### config.mk
export PLATFORM = sky130hd
export DESIGN_NAME = vme_ctrl
export DESIGN_NICKNAME = d
export VERILOG_FILES = /design/src/hdl/vme_pkg.sv /design/src/hdl/vme_ctrl.sv
export SDC_FILE = /design/constraint.sdc
export NUM_CORES = 1
export LEC_CHECK = 0
export ABC_AREA = 1
export BUFFER_PORTS_ARGS = -buffer_cell sky130_fd_sc_hd__buf_2
export CAP_MARGIN = 20
export CELL_PAD_IN_SITES_DETAIL_PLACEMENT = 1
export CELL_PAD_IN_SITES_GLOBAL_PLACEMENT = 1
export CORE_AREA = 2 2 39 41
export CTS_CLUSTER_DIAMETER = 60
export DETAILED_ROUTE_END_ITERATION = 16
export DIE_AREA = 0 0 41 43
export PLACE_DENSITY_LB_ADDON = 0.15
export SYNTH_ARGS = -nofsm -noshare
export SYNTH_HDL_FRONTEND = slang
export SYNTH_SLANG_ARGS = --single-unit
### constraint.sdc
create_clock -name clock -period 1.9 [get_ports clock]
set_clock_uncertainty 0.05 [all_clocks]
set_input_delay 0.095 -clock clock [delete_from_list [all_inputs] [get_ports clock]]
set_output_delay 0.095 -clock clock [all_outputs]
set_load 0.05 [all_outputs]
### src/hdl/vme_pkg.sv
// ----------------------------------------------------------------------------
// vme_pkg
// Shared types and constants for the majority element unit: payload structs,
// controller states and the command/status groups between the two halves.
// ----------------------------------------------------------------------------
package vme_pkg;

   // Capacity of the element buffer and the number of value bits that take part.
   localparam int MAX_ITEMS  = 1024;
   localparam int DATA_WIDTH = 32;   // must not exceed VALUE_W

   localparam int VALUE_W = 32;
   localparam int MATCH_W = 11;
   localparam int CNT_W   = $clog2(MAX_ITEMS + 1);
   localparam int ADDR_W  = (MAX_ITEMS > 1) ? $clog2(MAX_ITEMS) : 1;

   typedef struct packed {
      logic signed [VALUE_W-1:0] value;
      logic                      last;
   } req_payload_type;

   typedef struct packed {
      logic signed [VALUE_W-1:0] majority_value;
      logic                      found;
      logic [MATCH_W-1:0]        match_count;
      logic                      overflow;
   } rsp_payload_type;

   typedef enum logic [1:0] {
      ST_LOAD,
      ST_SCAN,
      ST_DRAIN,
      ST_EMIT
   } state_type;

   typedef struct packed {
      logic accept;     // store and vote on the request at the input
      logic scan_read;  // read the next stored element for the count
      logic emit;       // load the result register and clear the set
   } ctrl_cmd_type;

   typedef struct packed {
      logic overflow_now;  // set is already too long, or this request overflows it
      logic scan_last;     // current read address is the final stored element
      logic out_free;      // result register can take a new result this cycle
   } dp_status_type;

endpackage

### src/hdl/vme_ctrl.sv
// ----------------------------------------------------------------------------
// vme_ctrl
// Sequencer for the majority element unit: loads a set, runs the counting
// pass over the buffer and hands the result to the output register.
// ----------------------------------------------------------------------------
module vme_ctrl (
   input  logic                   clock,
   input  logic                   reset,
   input  logic                   req_valid,
   input  logic                   req_last,
   output logic                   req_ready,
   input  vme_pkg::dp_status_type status,
   output vme_pkg::ctrl_cmd_type  cmd
);

   vme_pkg::state_type state_ff;
   vme_pkg::state_type state_in;

   always_ff @(posedge clock) begin
      if (reset) begin
         state_ff <= vme_pkg::ST_LOAD;
      end else begin
         state_ff <= state_in;
      end
   end

   always_comb begin
      state_in = state_ff;
      case (state_ff)
         vme_pkg::ST_LOAD: begin
            if (req_valid && req_last) begin
               // An overflowed set has a fixed result, so the count is skipped.
               state_in = status.overflow_now ? vme_pkg::ST_EMIT : vme_pkg::ST_SCAN;
            end
         end
         vme_pkg::ST_SCAN: begin
            if (status.scan_last) begin
               state_in = vme_pkg::ST_DRAIN;
            end
         end
         vme_pkg::ST_DRAIN: begin
            state_in = vme_pkg::ST_EMIT;
         end
         vme_pkg::ST_EMIT: begin
            if (status.out_free) begin
               state_in = vme_pkg::ST_LOAD;
            end
         end
         default: begin
            state_in = vme_pkg::ST_LOAD;
         end
      endcase
   end

   always_comb begin
      req_ready     = 1'b0;
      cmd.accept    = 1'b0;
      cmd.scan_read = 1'b0;
      cmd.emit      = 1'b0;
      case (state_ff)
         vme_pkg::ST_LOAD: begin
            req_ready  = 1'b1;
            cmd.accept = req_valid;
         end
         vme_pkg::ST_SCAN: begin
            cmd.scan_read = 1'b1;
         end
         vme_pkg::ST_DRAIN: begin
            cmd.scan_read = 1'b0;
         end
         vme_pkg::ST_EMIT: begin
            cmd.emit = status.out_free;
         end
         default: begin
            req_ready = 1'b0;
         end
      endcase
   end

endmodule

==> flow_summary.yaml <==
clock_network:
  root_buffer: "clkbuf_4"
  clock-sinks: 2
  numCtsBuffers: 3
  ctsResizeCount: 0
  cts_tree: "built"
  path_clk_slew_ps: 30
  cts-hold-fix-buffers: 0
  post_cts_buffers: 0
  ctsHtreeMaxLevel: 1
  clockBufferDepth: 2
  clk-insertion-delay-late_ps: 230
finish:
  multiInputGateArea_sq_um: 148
  largest_register_ffs: 2
  syn_to_final_growth_pct: 41.8
  layout-drive-gt1-share_pct: 36.2
  regArea_sq_um: 40.0
  n_fill_cell: 180
  regMostFlops: "state_ff"
  nets: 61
  largestRegisters: "state_ff: 2 flops"
  diodes: 0
routing:
  drtPass1Iterations: 1
  wl_microns: 506
  vias: 229
  drt_iter0_markers: 0
  wl_per_cell_microns: 8.03
  drc: 0
  vias_per_cell: 3.63
  ant_nets: 0
global_route:
  grt_pass1_vias: 225
  grt_overflow: 0
  grt_max_degree: 5
  grt_first_pass_wirelength_microns: 876
  grtUsageTotal_pct: 7.62
  antenna_found_initial: 0
logic_synthesis:
  syn-num-nets: 46
  syn_area_sq_um: 221
  synth.distinct_cells: 9
  avgSynthCellArea_sq_um: 6.51
  synth_most_common_cell: "inv_1"
  ys_ff_latch: 2
  ys_top_cells_by_area: "ha_1 (28%), dfxtp_1 (18%), inv_1 (15%)"
  ys_top_cells_by_count: "inv_1 (9), nand2_1 (8), ha_1 (5), nor2_1 (4), nand2_2 (3)"
  synth_edf_count: 0
  seq_area_frac_synth_pct: 18.1
  syn_inst: 34
  yosysWarningCount: 0
  synth_top_area_cell: "ha_1"
  synth_flop_cell: "dfxtp_1"
  synthArstFlopShare_pct: 0
  yosysTopAreaCellShare_pct: 28.2
die:
  core_sq_um: 1380
  die-area_sq_um: 1760
  initial_utilization_pct: 16.0
  row_count: 14
  die_w_microns: 41
  die_y_microns: 43
  num_io_pins: 11
worst_setup_path:
  end_kind: "output port"
  r2r-start: "state_ff[0]"
  critPathLaunchType: "flop"
  crit_path_start: "state_ff[0]"
  path_cells: "inv_1, ha_1, nand2_1, inv_1, buf_2"
  crit_arrival_ps: 1220
  critPathMaxStageDelay_ps: 310
  cp_max_fo: 4
  critPathRequiredTime_ps: 1750
  cp_slowest_cell: "dfxtp_1"
  crit_type: "flop to output port"
  cpMostUsedCell: "inv_1"
sta:
  rsz0062_at_grt: "no"
  setup_viol: 0
  final_hold_viol_count: 0
  worstMarginPinSlew_ps: 251
  slew_headroom_pct: 83.4
  maxSlewViolCount: 0
  tns_ps: 0
  period_needed_ps: 1370
  period_share_pct: 72.0
  timing.hold.ws_ps: 66.6
  max_freq_mhz: 731
power_and_ir_drop:
  power_frac_seq_pct: 14.0
  power.density_nw_per_um2: 1740
  ir_drop_v: 0.000371
  pwr-share-comb_pct: 68.8
  p_switching_mw: 0.304
  p_int_mw: 0.242
  p_leak_nw: 0.205
  clkPwrFrac_pct: 17.2
  switching_share_pct: 55.7
placement:
  gp_congestion: 0.740
  port_buffers: 10
  hpwl_microns: 434
min_path:
  hold_class: "input pin to flop"
  min-delay-start: "reset"
status:
  status: "complete, no violations"
flow_run:
  cap_violations: 0
[stage by stage]
stage	setup slack (ps)	util (%)	cell area [sq um]	power, mW	cells
after floorplan	407	-	221	0.385	34
after global placement	699	21.1	292	0.454	60
after detailed placement	672	21.1	292	0.460	60
after CTS	507	22.7	314	0.561	63
after global routing	423	22.7	314	0.616	63
final	533	22.7	314	0.547	63
[power groups by stage]
stage               Clock, mW  Combinational, mW  Sequential (mW)
floorplan                   0              0.311           0.0747
CTS                    0.0990              0.385           0.0774
finish                 0.0942              0.376           0.0765
global route            0.106              0.431           0.0791
detailed placement          0              0.381           0.0780
global placement            0              0.375           0.0785
[cell usage in the layout (no fill, tap or decap), drive strengths merged]
cell type and n:
nand2 11, clkbuf 3, buf 10, nand4 1
inv 9, dfxtp 2, o21ai 1, ha 5
nor2 4, nand3 1
[path summary, 6_finish.rpt]
| check | to | slack [ps] | cells past startpoint |
|---|---|---|---|
| max | cmd[2] | 530 | 5 |
| min reg2reg | state_ff[1] | 580 | 4 |
| min | state_ff[1] | 70 | 4 |
| max reg2reg | state_ff[1] | 700 | 6 |
[kinds of logic (layout without fill, tap and decap cells)]
kind of cell | after synthesis | in the layout | synth area share (%)
AOI/OAI and AO/OA | 1 | 1 | 2.26
adders and majority gates | 5 | 5 | 28.2
buffers and inverters | 9 | 22 | 15.3
DFF | 2 | 2 | 18.1
and+or+nand+nor | 17 | 17 | 36.2
[per-layer routing]
layer	vias to the layer above	global-route usage (%)	part of all wire (%)
met5	-	0	0
met4	0	4.00	1.6
met3	2	4.71	6.5
met2	7	10.6	50
met1	95	8.63	42
li1	125	-	-
[cell type report]
class                      instances  area share, %
tap                               16           6.37
multi-input combinational         23           47.0
inverter                           9           10.8
clock buffer                       3           7.17
sequential                         2           12.7
timing repair buffer              10           15.9
[worst max-delay path: cells and delay by family (launching register included)]
kind                     cells  cell delay [ps]
flip-flops                   1              310
buffers and inverters        3              410
adder cells (fa/ha/maj)      1              210
AND/OR/NAND/NOR              1               60
Power figures use the tool's default switching activity.
